[config.mk]
export PLATFORM = sky130hd
export DESIGN_NAME = timer_ctc_pwm_event_counter_unit
export DESIGN_NICKNAME = d
export VERILOG_FILES = /design/src/hw/rtl/tcpec_pkg.sv /design/src/hw/rtl/tcpec_tick_gen.sv /design/src/hw/rtl/tcpec_step.sv /design/src/hw/rtl/timer_ctc_pwm_event_counter_unit.sv
export VERILOG_INCLUDE_DIRS = /design/src /design/src/hw/rtl
export SDC_FILE = /design/constraint.sdc
export NUM_CORES = 1
export LEC_CHECK = 0
export BUFFER_PORTS_ARGS = -buffer_cell sky130_fd_sc_hd__buf_2
export CORE_ASPECT_RATIO = 1.1
export CORE_MARGIN = 2
export CORE_UTILIZATION = 45
export CTS_BUF_LIST = sky130_fd_sc_hd__clkbuf_8
export DETAILED_ROUTE_END_ITERATION = 6
export HOLD_SLACK_MARGIN = 0.06
export RECOVER_POWER = 50
export SLEW_MARGIN = 0
export SYNTH_ARGS = -nofsm -noshare
export SYNTH_HDL_FRONTEND = slang
export SYNTH_HIERARCHICAL = 1
export SYNTH_SLANG_ARGS = --single-unit
export TNS_END_PERCENT = 5
[constraint.sdc]
create_clock -name clock -period 5.6 [get_ports clock]
set_input_delay 0.84 -clock clock [delete_from_list [all_inputs] [get_ports clock]]
set_output_delay 0.84 -clock clock [all_outputs]
set_load 0.01 [all_outputs]
[src/hw/rtl/timer_ctc_pwm_event_counter_unit_assert.svh]
// Assertion macros for the timer unit.
// Define ASSERT_OFF to compile the checks out.
`ifndef TIMER_CTC_PWM_EVENT_COUNTER_UNIT_ASSERT_SVH
`define TIMER_CTC_PWM_EVENT_COUNTER_UNIT_ASSERT_SVH

`ifndef ASSERT_OFF

// Check a property on every clock edge outside reset.
`define TCPEC_ASSERT(label, clk, rst, prop) \
   label: assert property (@(posedge clk) disable iff (rst) prop) \
      else $error("tcpec: assertion failed");

// Check that post holds in the cycle after pre.
`define TCPEC_ASSERT_NEXT(label, clk, rst, pre, post) \
   label: assert property (@(posedge clk) disable iff (rst) (pre) |=> (post)) \
      else $error("tcpec: assertion failed");

`else

`define TCPEC_ASSERT(label, clk, rst, prop)
`define TCPEC_ASSERT_NEXT(label, clk, rst, pre, post)

`endif

`endif

[src/hw/rtl/tcpec_pkg.sv]
package tcpec_pkg;

   localparam int COUNT_WIDTH    = 16;
   localparam int PRESCALE_WIDTH = 10;

   // Operating modes
   localparam logic [2:0] MODE_CMP_REPEAT = 3'd0;
   localparam logic [2:0] MODE_CMP_ONCE   = 3'd1;
   localparam logic [2:0] MODE_PWM        = 3'd2;
   localparam logic [2:0] MODE_CNT_ONCE   = 3'd3;
   localparam logic [2:0] MODE_CNT_REPEAT = 3'd4;

   // Clock sources
   localparam logic [2:0] CS_DIV1    = 3'd0;
   localparam logic [2:0] CS_DIV8    = 3'd1;
   localparam logic [2:0] CS_DIV64   = 3'd2;
   localparam logic [2:0] CS_DIV256  = 3'd3;
   localparam logic [2:0] CS_DIV1024 = 3'd4;
   localparam logic [2:0] CS_EXT_FALL = 3'd5;
   localparam logic [2:0] CS_EXT_RISE = 3'd6;

   // Request actions
   localparam logic [1:0] ACT_TICK  = 2'd0;
   localparam logic [1:0] ACT_START = 2'd1;
   localparam logic [1:0] ACT_STOP  = 2'd2;

   // Register indexes
   localparam logic [1:0] CSR_MODE         = 2'd0;
   localparam logic [1:0] CSR_CLOCK_SELECT = 2'd1;
   localparam logic [1:0] CSR_TOP_VALUE    = 2'd2;
   localparam logic [1:0] CSR_EVENT_ENABLE = 2'd3;

   localparam logic [COUNT_WIDTH-1:0] TOP_RESET = '1;

   typedef struct packed {
      logic [2:0]             mode;
      logic [2:0]             clock_select;
      logic [COUNT_WIDTH-1:0] top_value;
      logic                   event_enable;
   } cfg_type;

   typedef struct packed {
      logic [COUNT_WIDTH-1:0]    count;
      logic [PRESCALE_WIDTH-1:0] prescale;
      logic                      count_down;
      logic                      running;
      logic                      last_pin;
      logic                      wave;
   } timer_state_type;

   typedef struct packed {
      logic                   running;
      logic                   wave_out;
      logic                   match_event;
      logic [COUNT_WIDTH-1:0] count_now;
   } result_type;

   // Prescaler terminal count for an internal clock source
   function automatic logic [PRESCALE_WIDTH:0] prescale_limit(input logic [2:0] sel);
      logic [PRESCALE_WIDTH:0] lim;
      case (sel)
         CS_DIV1:   lim = (PRESCALE_WIDTH+1)'(1);
         CS_DIV8:   lim = (PRESCALE_WIDTH+1)'(8);
         CS_DIV64:  lim = (PRESCALE_WIDTH+1)'(64);
         CS_DIV256: lim = (PRESCALE_WIDTH+1)'(256);
         default:   lim = (PRESCALE_WIDTH+1)'(1024);
      endcase
      return lim;
   endfunction

endpackage

[src/hw/rtl/tcpec_tick_gen.sv]
module tcpec_tick_gen (
   input  tcpec_pkg::cfg_type                      cfg,
   input  logic [tcpec_pkg::PRESCALE_WIDTH-1:0]    prescale,
   input  logic                                    last_pin,
   input  logic                                    pin,
   output logic                                    tick,
   output logic [tcpec_pkg::PRESCALE_WIDTH-1:0]    prescale_next
);
   import tcpec_pkg::*;

   logic [PRESCALE_WIDTH:0] ps_inc;
   logic                    counter_mode;

   assign ps_inc       = {1'b0, prescale} + (PRESCALE_WIDTH+1)'(1);
   assign counter_mode = (cfg.mode == MODE_CNT_ONCE) || (cfg.mode == MODE_CNT_REPEAT);

   // Pick the timer clock source: prescaler (not in the counter modes) or pin edge
   always_comb begin
      tick          = 1'b0;
      prescale_next = prescale;
      case (cfg.clock_select)
         CS_DIV1, CS_DIV8, CS_DIV64, CS_DIV256, CS_DIV1024: begin
            if (!counter_mode) begin
               if (ps_inc >= prescale_limit(cfg.clock_select)) begin
                  tick          = 1'b1;
                  prescale_next = '0;
               end else begin
                  prescale_next = ps_inc[PRESCALE_WIDTH-1:0];
               end
            end
         end
         CS_EXT_FALL: tick = last_pin && !pin;
         CS_EXT_RISE: tick = !last_pin && pin;
         default:     tick = 1'b0;
      endcase
   end

endmodule

[src/hw/rtl/tcpec_step.sv]
module tcpec_step (
   input  tcpec_pkg::cfg_type          cfg,
   input  tcpec_pkg::timer_state_type  state,
   input  logic [1:0]                  action,
   input  logic                        pin,
   output tcpec_pkg::timer_state_type  state_next,
   output tcpec_pkg::result_type       result
);
   import tcpec_pkg::*;

   logic                      tick;
   logic [PRESCALE_WIDTH-1:0] ps_next;
   logic [COUNT_WIDTH-1:0]    half_top;
   logic [COUNT_WIDTH-1:0]    cnt;
   logic                      hit;
   logic                      mode_ok;

   tcpec_tick_gen u_tick_gen (
      .cfg           (cfg),
      .prescale      (state.prescale),
      .last_pin      (state.last_pin),
      .pin           (pin),
      .tick          (tick),
      .prescale_next (ps_next)
   );

   assign half_top = cfg.top_value >> 1;
   assign mode_ok  = (cfg.mode == MODE_CMP_REPEAT) || (cfg.mode == MODE_CMP_ONCE) ||
                     (cfg.mode == MODE_PWM) || (cfg.mode == MODE_CNT_ONCE) ||
                     (cfg.mode == MODE_CNT_REPEAT);

   // Apply one request to the timer state
   always_comb begin
      state_next          = state;
      state_next.last_pin = pin;
      hit                 = 1'b0;
      cnt                 = state.count;
      case (action)
         ACT_START: begin
            state_next.count      = '0;
            state_next.prescale   = '0;
            state_next.count_down = 1'b0;
            state_next.wave       = 1'b1;
            state_next.running    = 1'b1;
         end
         ACT_STOP: state_next.running = 1'b0;
         ACT_TICK: begin
            if (state.running && mode_ok) begin
               state_next.prescale = ps_next;
               if (tick) begin
                  if (cfg.mode == MODE_PWM) begin
                     // Dual slope: up to top, then down to zero
                     if (!state.count_down) begin
                        if (state.count < cfg.top_value) begin
                           cnt = state.count + COUNT_WIDTH'(1);
                           if (cnt == cfg.top_value) begin
                              state_next.count_down = 1'b1;
                              hit                   = 1'b1;
                           end
                        end else begin
                           cnt                   = cfg.top_value;
                           state_next.count_down = 1'b1;
                           hit                   = 1'b1;
                        end
                     end else begin
                        if (state.count != '0) begin
                           cnt = state.count - COUNT_WIDTH'(1);
                        end
                        if (cnt == '0) begin
                           state_next.count_down = 1'b0;
                        end
                     end
                     // Clear on the way up, set on the way down
                     if (cnt == half_top) begin
                        state_next.wave = state.count_down;
                     end
                  end else begin
                     // Single slope: wrap at top
                     if (state.count == cfg.top_value) begin
                        cnt = '0;
                        hit = 1'b1;
                        if (cfg.mode == MODE_CMP_ONCE || cfg.mode == MODE_CNT_ONCE) begin
                           state_next.running = 1'b0;
                        end
                     end else begin
                        cnt = state.count + COUNT_WIDTH'(1);
                     end
                  end
                  state_next.count = cnt;
               end
            end
         end
         default: state_next.last_pin = pin;
      endcase
   end

   // Form the result from the updated state
   always_comb begin
      result.count_now   = state_next.count;
      result.match_event = hit && cfg.event_enable;
      result.wave_out    = (cfg.mode == MODE_PWM) ? state_next.wave : 1'b0;
      result.running     = state_next.running;
   end

endmodule

[src/hw/rtl/timer_ctc_pwm_event_counter_unit.sv]
// Flow: a request accepted into the input register moves to the response register
//   once that is empty or being read, and its response is offered from there.
// Throughput: one request per cycle while the response side is not stalled; the timer
//   state updates in one pass of the step logic, which closes the state loop.
// Reset: synchronous; clears both valid flags and the timer state, and loads
//   the registers with their reset values (top value all ones, wave level high).
`include "timer_ctc_pwm_event_counter_unit_assert.svh"

module timer_ctc_pwm_event_counter_unit (
   input  logic        clock,
   input  logic        reset,
   input  logic        req_tvalid,
   output logic        req_tready,
   input  logic [7:0]  req_tdata,   // [0] ext_pin_level, [7:1] zero
   input  logic [1:0]  req_tuser,   // [1:0] action
   output logic        rsp_tvalid,
   input  logic        rsp_tready,
   output logic [23:0] rsp_tdata,   // [15:0] count_now, [16] match_event,
                                    // [17] wave_out, [18] running, [23:19] zero
   input  logic        csr_we,
   input  logic [1:0]  csr_index,
   input  logic [15:0] csr_wdata
);
   import tcpec_pkg::*;

   logic            in_valid_ff, in_valid_in;
   logic [1:0]      in_action_ff;
   logic            in_pin_ff;
   logic            out_valid_ff, out_valid_in;
   result_type      out_data_ff;
   cfg_type         cfg_ff, cfg_in;
   timer_state_type state_ff, state_step;
   result_type      step_result;
   logic            advance;

   // Move the held request into the response stage
   assign advance    = in_valid_ff && (!out_valid_ff || rsp_tready);
   assign req_tready = !in_valid_ff || advance;

   always_comb begin
      if (req_tvalid && req_tready) begin
         in_valid_in = 1'b1;
      end else if (advance) begin
         in_valid_in = 1'b0;
      end else begin
         in_valid_in = in_valid_ff;
      end
   end

   always_comb begin
      if (advance) begin
         out_valid_in = 1'b1;
      end else if (rsp_tready) begin
         out_valid_in = 1'b0;
      end else begin
         out_valid_in = out_valid_ff;
      end
   end

   // Register writes
   always_comb begin
      cfg_in = cfg_ff;
      if (csr_we) begin
         case (csr_index)
            CSR_MODE:         cfg_in.mode         = csr_wdata[2:0];
            CSR_CLOCK_SELECT: cfg_in.clock_select = csr_wdata[2:0];
            CSR_TOP_VALUE:    cfg_in.top_value    = csr_wdata[COUNT_WIDTH-1:0];
            CSR_EVENT_ENABLE: cfg_in.event_enable = csr_wdata[0];
            default:          cfg_in = cfg_ff;
         endcase
      end
   end

   tcpec_step u_step (
      .cfg        (cfg_ff),
      .state      (state_ff),
      .action     (in_action_ff),
      .pin        (in_pin_ff),
      .state_next (state_step),
      .result     (step_result)
   );

   // Control and state registers
   always_ff @(posedge clock) begin
      if (reset) begin
         in_valid_ff  <= 1'b0;
         out_valid_ff <= 1'b0;
         cfg_ff.mode         <= MODE_CMP_REPEAT;
         cfg_ff.clock_select <= CS_DIV1;
         cfg_ff.top_value    <= TOP_RESET;
         cfg_ff.event_enable <= 1'b0;
         state_ff.count      <= '0;
         state_ff.prescale   <= '0;
         state_ff.count_down <= 1'b0;
         state_ff.running    <= 1'b0;
         state_ff.last_pin   <= 1'b0;
         state_ff.wave       <= 1'b1;
      end else begin
         in_valid_ff  <= in_valid_in;
         out_valid_ff <= out_valid_in;
         cfg_ff       <= cfg_in;
         if (advance) begin
            state_ff <= state_step;
         end
      end
   end

   // Payload registers
   always_ff @(posedge clock) begin
      if (req_tvalid && req_tready) begin
         in_action_ff <= req_tuser;
         in_pin_ff    <= req_tdata[0];
      end
      if (advance) begin
         out_data_ff <= step_result;
      end
   end

   assign rsp_tvalid = out_valid_ff;
   assign rsp_tdata  = {5'b0, out_data_ff.running, out_data_ff.wave_out,
                        out_data_ff.match_event, out_data_ff.count_now};

   `TCPEC_ASSERT(a_match_needs_enable, clock, reset, rsp_tvalid && rsp_tdata[16] |-> cfg_ff.event_enable)
   `TCPEC_ASSERT(a_wave_only_pwm, clock, reset, rsp_tvalid && rsp_tdata[17] |-> cfg_ff.mode == MODE_PWM)
   `TCPEC_ASSERT_NEXT(a_start_clears, clock, reset, advance && in_action_ff == ACT_START, rsp_tdata[15:0] == '0 && rsp_tdata[18])
   `TCPEC_ASSERT_NEXT(a_stop_halts, clock, reset, advance && in_action_ff == ACT_STOP, !rsp_tdata[18])

endmodule
==> results of run 1 <==
[cell usage after synthesis (7+ instances only)]
| master | instances |
|---|---|
| a21oi_1 | 54 |
| a22o_1 | 13 |
| buf_2 | 15 |
| buf_4 | 25 |
| buf_6 | 7 |
| clkbuf_1 | 34 |
| dfxtp_1 | 55 |
| edfxtp_1 | 22 |
| ha_1 | 24 |
| inv_1 | 30 |
| mux2i_1 | 46 |
| nand2_1 | 48 |
| nand2b_1 | 63 |
| nand3_1 | 20 |
| nand4_1 | 16 |
| nor2_1 | 68 |
| nor2b_1 | 7 |
| nor3_1 | 38 |
| nor4_1 | 8 |
| o211ai_1 | 8 |
| o21ai_0 | 47 |
| or3_1 | 8 |
| xnor2_1 | 45 |
| xor2_1 | 12 |
[power by group through the flow]
| stage | logic (mW) | clock network [mW] | registers, mW |
|---|---|---|---|
| after detailed placement | 0.128 | 0 | 0.615 |
| after global placement | 0.126 | 0 | 0.615 |
| after CTS | 0.129 | 0.448 | 0.602 |
| after global routing | 0.140 | 0.473 | 0.605 |
| after floorplan | 0.0961 | 0 | 0.609 |
| final | 0.128 | 0.430 | 0.603 |
[per-stage QoR]
stage | power [mW] | hold WS, ps
finish | 1.16 | 492
global route | 1.22 | 535
CTS | 1.18 | 493
detailed placement | 0.743 | 479
global placement | 0.741 | 471
floorplan | 0.705 | 457
[metal layers]
layer  global-route usage  vias up
li1                     -     3046
met1                0.329     2972
met2                0.436      264
met3               0.0689       54
met4               0.0951        0
met5                    0        -
[cell usage in the layout (no fill, tap or decap), drive strengths merged, types with 12 or more instances in the layout]
master  synthesis  layout
o21ai          50      50
inv            30      33
a22o           13      13
mux2i          46      46
clkbuf         34      30
nand3          20      20
xnor2          45      45
dfxtp          55      55
nor2           69      69
nand4          16      16
ha             24      24
nand2b         63      63
nor3           40      40
buf            47      38
nand2          48      48
edfxtp         22      22
xor2           12      12
a21oi          55      55
[logic make-up after synthesis]
group,share of synthesized area
AO/OA/AOI/OAI,0.209
XOR/XNOR,0.0726
adder cells (fa/ha/maj),0.0437
buffers and inverters,0.0852
flip-flops,0.256
multiplexers,0.0686
other,0.000545
AND/OR/NAND/NOR,0.264
[sequential cells by signal, summed over array words and instances, names as in the netlist]
signal        flops
cfg_ff           23
in_action_ff      2
in_pin_ff         1
in_valid_ff       1
rsp_tdata        19
rsp_tvalid        1
state_ff         30
[worst min path at each step]
stage	startpoint	endpoint	slack (ps)
finish	state_ff[1]	state_ff[1]	490
floorplan	state_ff[1]	state_ff[1]	460
CTS	state_ff[1]	state_ff[1]	490
global placement	state_ff[1]	state_ff[1]	470
global route	state_ff[1]	state_ff[1]	540
detailed placement	state_ff[1]	state_ff[1]	480
[critical path, stage by stage, from the launching register on]
cell and delay, ps:
dfxtp_1 530, ha_1 310, and3_4 230, nand3_1 160
inv_1 90, nand3_1 110, xor2_1 240, inv_1 80
ha_1 300, o21ai_0 110, a31oi_2 410, nor2_1 170
o21ai_0 340, nand3_1 250, nor3_1 250, o21ai_0 120
a2111o_1 470, nor4_1 410, nor3_1 90, nor2_1 110
mux2i_1 80
[cell type report]
class / count / area, µm²
Clock buffer: 9 / 124
Timing Repair Buffer: 59 / 299
Inverter: 31 / 116
Clock inverter: 7 / 73.8
Multi-Input combinational cell: 664 / 4540
Sequential cell: 77 / 1760
Tap cell: 196 / 245
Fill cell: 1527 / 7840
==> results.txt, run 1 <==
CP arrival: 5220 ps
Io pins: 59
Global-route wire length before repair: 33300 µm
Final wirelength: 21100 µm
GRT Util Overall: 0.264
CP required: 5810 ps
Antenna violations before repair: 0
Sequential-to-total area share from yosys stat: 0.256
Yosys warns: 6
Final number of hold-violating endpoints: 0
Final setup viols: 0
Violations in the final reports: capacitance limit, slew limit
Residual DRC: 0
Power per cell area: 162 nW/µm²
Max Buffers Root-to-Sink: 2
Tcrit/Tclk final: 0.896
Wirelength per Cell: 20.2 µm
FF-to-FF path depth: 20
Yosys top cell area share: 0.160
Worst reg-to-reg setup slack: 580 ps
Initial Util: 0.459
Met2 WL: 9930 µm
Finished Layout Cells: 1043
Worst setup path start: state_ff[4]
Place WS: 685 ps
Largest net degree at the start of global routing: 102
Relative slew margins: -0.615
End of the worst register-to-register path: state_ff[0]
Skew-Pair Late Insertion Delay: 380 ps
Placed cell area: 7010 µm²
Design area: 7160 µm²
Routed Antenna Nets: 0
CP Capture Type: flop
HPWL Detailed: 15500 µm
Post-synth EDFFs: 22
Max VDD drop: 121 µV
Sequential Power Share: 0.519
Vias in the first global route: 6031
Total CTS buffers: 9
TritonRoute pass-1 iters: 5
Main synth FF type: dfxtp_1
H-tree depth: 3
Register bit total from synthesis: 77
Sink Count: 77
Status: complete, but fails checks
Sw frac: 0.273
Share of cells above drive strength 1: 0.102
Fmax achieved: 199 MHz
Max cap viols: 2
Vias per inst: 6.07
Core area: 15000 µm²
Clock skew: 16.2 ps
Minimum clock period: 5020 ps
Clock transition at path regs: 80 ps
Int Power: 0.844 mW
Fin worst setup slack: 582 ps
Critical Path Sink: state_ff[0]
Post_cts resized: 0
Worst-Margin Slew: 2420 ps
Async set-reset flop share out of synthesis: 0
Yosys cell types: 91
Area delta synth->final: 4.11%
Metal3 WL: 1490 µm
Die H: 134 µm
CTS root buffer: clkbuf_8
PortBufs: 46
Power share of the combinational group: 0.110
Post-synthesis area per instance: 8.10 µm²
Final max-slew violation count: 52
Hold-fix buffers, CTS: 0
Uppermost layer routed: met4
RSZ-0062 raised after global routing: false
CP Class: flop to flop
Via count: 6336
Startpoint Class: flop
Hold Path Depth: 2
Wire length on met1: 8930 µm
Worst reg2reg path startpoint: state_ff[4]
Die area: 16300 µm²
Synthesized instance count: 849
Fin nets: 899
Largest cells by area after synthesis: dfxtp_1 16%, edfxtp_1 9.6%, mux2i_1 6.7%
Congestion Overflow GR: 0
Die W: 122 µm
Initial DRC count: 598
RePlAce Congestion: 1.00
Synth Cell Area: 6880 µm²
Setup TNS: 0 ps
Row count: 47
Setup Buffers After CTS: 0
Clock Power Share: 0.370
Inserted Diodes: 0
Largest area contributor in the synthesized netlist: dfxtp_1
Dpl cells: 1027
CP max FO: 10
Post-Route Utilization: 0.477
NetSw: 0.317 mW
CTS tree: built
Worst hold path class: flop to flop
Leakage: 2.76 nW
No activity file was read; power rests on OpenSTA's default activity.
==> run 2, diff against run 1 <==
- CORE_MARGIN: 2 -> 1
==> results.txt, run 2 (synthesis results as in run 1) <==
Initial DRC count: 667 (was 598)
Most frequent cells in the layout: 68 x nor2_1, 63 x nand2b_1, 55 x dfxtp_1 (unchanged)
Final setup viols: 0 (unchanged)
Filler cells: 1523 (was 1527)
Register area: 1760 µm² (unchanged)
Core area: 15000 µm² (unchanged)
CP required: 5850 ps (was 5810 ps)
Fin nets: 900 (was 899)
RePlAce Congestion: 0.966 (was 1.00)
Largest net degree at the start of global routing: 102 (unchanged)
Row count: 47 (unchanged)
Metal3 WL: 1470 µm (was 1490 µm)
Total CTS buffers: 9 (unchanged)
GRT Util Overall: 0.268 (was 0.264)
Most flop-heavy register: state_ff (unchanged)
Inserted Diodes: 0 (unchanged)
Final max-slew violation count: 34 (was 52)
Antenna violations before repair: 0 (unchanged)
Power per cell area: 157 nW/µm² (was 162 nW/µm²)
Hold-fix buffers, CTS: 0 (unchanged)
H-tree depth: 3 (unchanged)
Clock skew: 13.6 ps (was 16.2 ps)
Violations in the final reports: capacitance limit, slew limit (unchanged)
Max VDD drop: 126 µV (was 121 µV)
Relative slew margins: -0.461 (was -0.615)
Wire length on met1: 8830 µm (was 8930 µm)
Startpoint Class: flop (unchanged)
Uppermost layer routed: met4 (unchanged)
Io pins: 59 (unchanged)
Congestion Overflow GR: 0 (unchanged)
Fmax achieved: 201 MHz (was 199 MHz)
Setup Buffers After CTS: 0 (unchanged)
Max Buffers Root-to-Sink: 2 (unchanged)
PortBufs: 46 (unchanged)
Area of the multi-input gates: 4550 µm² (was 4540 µm²)
Die area: 15800 µm² (was 16300 µm²)
CP Capture Type: flop (unchanged)
Final number of hold-violating endpoints: 0 (unchanged)
CTS root buffer: clkbuf_8 (unchanged)
TritonRoute pass-1 iters: 6 (was 5)
Clock transition at path regs: 90 ps (was 80 ps)
Global-route wire length before repair: 32800 µm (was 33300 µm)
CP Class: flop to flop (unchanged)
Routed Antenna Nets: 0 (unchanged)
CTS tree: built (unchanged)
Worst hold path class: flop to flop (unchanged)
Worst-Margin Slew: 2190 ps (was 2420 ps)
Share of cells above drive strength 1: 0.103 (was 0.102)
Sink Count: 77 (unchanged)
HPWL Detailed: 15100 µm (was 15500 µm)
Initial Util: 0.459 (unchanged)
Die H: 132 µm (was 134 µm)
Status: complete, but fails checks (unchanged)
CP arrival: 5220 ps (about the same)
Final wirelength: 20600 µm (was 21100 µm)
Met2 WL: 9560 µm (was 9930 µm)
Minimum clock period: 4970 ps (was 5020 ps)
Wirelength per Cell: 19.8 µm (was 20.2 µm)
Post-Route Utilization: 0.477 (about the same)
Most common cell after layout, fill and taps aside: nor2_1 (unchanged)
Via count: 6355 (was 6336)
CP max FO: 10 (unchanged)
WHS: 507 ps (was 492 ps)
RSZ-0062 raised after global routing: false (unchanged)
Setup TNS: 0 ps (unchanged)
Area delta synth->final: 3.95% (was 4.11%)
Residual DRC: 0 (unchanged)
Skew-Pair Late Insertion Delay: 380 ps (about the same)
Leakage: 2.76 nW (about the same)
Post_cts resized: 0 (unchanged)
Max cap viols: 1 (was 2)
Tcrit/Tclk final: 0.887 (was 0.896)
Vias per inst: 6.09 (was 6.07)
Largest register FFs: 30 (unchanged)
Vias in the first global route: 5983 (was 6031)
Die W: 120 µm (was 122 µm)
## run 2: cell count changes in the layout (fill, tap and decap cells not counted), sizes merged
cell,change
inv,+2
bufinv,-1
clkbuf,+1
clkinvlp,-1
## run 2: stage by stage
step                instance area (µm²)  total power, mW  cells  worst slack, ps
finish                             7150             1.12   1044              634
global route                       7150             1.17   1044             69.5
CTS                                7190             1.14   1044              708
detailed placement                 7010            0.743   1028              699
global placement                   7010            0.741   1028              827
floorplan                          6890            0.705    853             1450
## run 2: power breakdown
| group | switching (mW) | leakage, nW | internal (mW) | total, mW |
|---|---|---|---|---|
| clock network | 0.227 | 0.0962 | 0.163 | 0.390 |
| registers | 0.0174 | 0.658 | 0.586 | 0.603 |
| logic | 0.0767 | 2.00 | 0.0509 | 0.128 |
## run 2: cell type report
class,count,share of cell area
inverters,31,0.0163
well taps,196,0.0343
repair buffers,60,0.0427
flip-flops and latches,77,0.246
clock inverters,7,0.00683
clock buffers,9,0.0173
multi-input cells,664,0.636
## run 2: layer usage
metal / vias to the layer above / track usage
met2: 248 / 0.429
li1: 3053 / -
met3: 55 / 0.0556
met4: 0 / 0.114
met1: 2999 / 0.346
met5: - / 0
## run 2: worst paths after layout
check | start | end | slack, ps | cells past startpoint
worst max-delay path | state_ff[4] | state_ff[0] | 630 | 20
worst min-delay path | state_ff[1] | state_ff[1] | 510 | 2
worst max register to register | state_ff[4] | state_ff[0] | 630 | 20
worst min register to register | state_ff[1] | state_ff[1] | 510 | 2
## run 2: critical path: stages, from the launching register on
cell and delay, ps:
dfxtp_1 530, ha_1 290, and3_4 230, nand3_1 150, inv_1 90, nand3_1 110
xor2_1 230, inv_1 80, ha_1 290, nand2_1 80, nor4_4 390, nor2_1 190
o21ai_0 330, nand3_1 260, nor3_1 170, o311ai_0 200, a2111o_1 460, nor4_1 450
nor3_1 100, nor2_1 120, mux2i_1 90
==> run 3, diff against run 2 <==
- CTS_BUF_LIST: sky130_fd_sc_hd__clkbuf_8 -> unset
==> results.txt, run 3 (synthesis results as in run 1) <==
Hold Crit Start: state_ff[1] (unchanged)
Final max-slew violation count: 34 (unchanged)
Startpoint Class: flop (unchanged)
Minimum clock period: 4980 ps (was 4970 ps)
Initial Util: 0.459 (unchanged)
Largest register FFs: 30 (unchanged)
Tcrit/Tclk final: 0.889 (was 0.887)
Worst reg2reg path startpoint: state_ff[4] (unchanged)
Power per cell area: 177 nW/µm² (was 157 nW/µm²)
Vias in the first global route: 5972 (was 5983)
Setup Buffers After CTS: 0 (unchanged)
Relative slew margins: -0.463 (was -0.461)
Clock transition at path regs: 70 ps (was 90 ps)
Inserted Diodes: 0 (unchanged)
Hold Path Depth: 2 (unchanged)
Die W: 120 µm (unchanged)
Worst hold path class: flop to flop (unchanged)
GRT Util Overall: 0.269 (was 0.268)
RePlAce Congestion: 0.966 (unchanged)
Clock skew: 8.53 ps (was 13.6 ps)
Final number of hold-violating endpoints: 0 (unchanged)
Tot Pwr: 1.28 mW (was 1.12 mW)
Crit-path cells: ha_1 > and3_4 > nand3_1 > inv_1 > nand3_1 > xor2_1 > inv_1 > ha_1 > nand2_1 > nor4_4 > nor2_1 > o21ai_0 > nand3_1 > nor3_1 > o311ai_0 > a2111o_1 > nor4_1 > nor3_1 > nor2_1 > mux2i_1 (unchanged)
Sink Count: 77 (unchanged)
Most common cell after layout, fill and taps aside: nor2_1 (unchanged)
Most used cell, CP: nand3_1 (unchanged)
Vias per inst: 6.12 (was 6.09)
CP Capture Type: flop (unchanged)
Max cap viols: 1 (unchanged)
H-tree depth: 3 (unchanged)
Via count: 6387 (was 6355)
Final wirelength: 20800 µm (was 20600 µm)
Row count: 47 (unchanged)
Hold-fix buffers, CTS: 0 (unchanged)
Fin worst setup slack: 622 ps (was 634 ps)
Most frequent cells in the layout: 68 x nor2_1, 63 x nand2b_1, 55 x dfxtp_1 (unchanged)
CTS root buffer: clkbuf_16 (was clkbuf_8)
Worst path bufs/invs: 2 (unchanged)
Die H: 132 µm (unchanged)
Finished Layout Cells: 1044 (unchanged)
RSZ-0062 raised after global routing: false (unchanged)
Total CTS buffers: 9 (unchanged)
Die area: 15800 µm² (unchanged)
Wirelength per Cell: 19.9 µm (was 19.8 µm)
Worst path max stage delay: 510 ps (was 530 ps)
Max VDD drop: 123 µV (was 126 µV)
Leakage: 2.80 nW (was 2.76 nW)
TritonRoute pass-1 iters: 5 (was 6)
Max Buffers Root-to-Sink: 2 (unchanged)
Setup TNS: 0 ps (unchanged)
Worst Hold End: state_ff[1] (unchanged)
HPWL Detailed: 15100 µm (unchanged)
Congestion Overflow GR: 0 (unchanged)
Skew-Pair Late Insertion Delay: 350 ps (was 380 ps)
Antenna violations before repair: 0 (unchanged)
Worst-Margin Slew: 2190 ps (about the same)
Residual DRC: 0 (unchanged)
Final setup viols: 0 (unchanged)
Violations in the final reports: capacitance limit, slew limit (unchanged)
Largest net degree at the start of global routing: 102 (unchanged)
Worst setup path start: state_ff[4] (unchanged)
FF-to-FF path depth: 20 (unchanged)
Initial DRC count: 616 (was 667)
PortBufs: 46 (unchanged)
Place WS: 699 ps (unchanged)
Share of cells above drive strength 1: 0.103 (unchanged)
Post_cts resized: 0 (unchanged)
CP required: 5820 ps (was 5850 ps)
CTS tree: built (unchanged)
CP arrival: 5200 ps (was 5220 ps)
Most flop-heavy register: state_ff (unchanged)
Routed Antenna Nets: 0 (unchanged)
CP max FO: 10 (unchanged)
Fmax achieved: 201 MHz (about the same)
Worst reg-to-reg setup slack: 620 ps (was 630 ps)
Fin nets: 900 (unchanged)
Core area: 15000 µm² (unchanged)
Global-route wire length before repair: 33000 µm (was 32800 µm)
CP Class: flop to flop (unchanged)
Status: complete, but fails checks (unchanged)
Dpl cells: 1028 (unchanged)
CP max stage cell: dfxtp_1 (unchanged)
End of the worst register-to-register path: state_ff[0] (unchanged)
Area delta synth->final: 5.42% (was 3.95%)
Io pins: 59 (unchanged)
Top cell family by delay on the critical path: simple AND/OR/NAND/NOR gates (unchanged)
## run 3: cell count changes in the layout (fill, tap and decap cells not counted), sizes merged
| cell | before | now |
|---|---|---|
| inv | 35 | 34 |
| clkbuf | 31 | 32 |
## run 3: worst max path at each step
stage / endpoint / slack, ps / cells after the start
finish: state_ff[0] / 620 / 20
global route: state_ff[0] / 70 / 20
CTS: state_ff[0] / 710 / 20
detailed placement: state_ff[0] / 700 / 20
global placement: state_ff[0] / 830 / 20
floorplan: state_ff[20] / 1450 / 21
## run 3: power by group
part / switching, mW / total [mW] / internal, mW
Sequential: 0.0174 / 0.604 / 0.586
Combinational: 0.0768 / 0.128 / 0.0509
Clock: 0.247 / 0.551 / 0.304
## run 3: per-layer routing
layer | vias to the layer above | global-route usage | share of wire
met3 | 46 | 0.0482 | 0.075
met1 | 3024 | 0.355 | 0.43
met4 | 0 | 0.0993 | 0.031
li1 | 3047 | - | -
met2 | 270 | 0.435 | 0.47
met5 | - | 0 | 0
## run 3: area by class of cell
class | count | area, µm²
fill | 1513 | 7750
multi-input combinational | 664 | 4550
sequential | 77 | 1760
timing repair buffer | 60 | 305
tap | 196 | 245
clock buffer | 10 | 229
inverter | 31 | 116
clock inverter | 6 | 45.0
## run 3: through the flow
step                       util  cell area [µm²]  hold slack [ps]
after global routing      0.483             7250              533
final                     0.483             7250              507
after global placement    0.468             7010              468
after CTS                 0.486             7290              503
after floorplan               -             6890              457
after detailed placement  0.468             7010              494
## run 3: worst min-delay path, delay by kind of cell (launching register included)
family           cells  cell delay, ps
DFF                  1             320
and+or+nand+nor      1              70
muxes                1              60
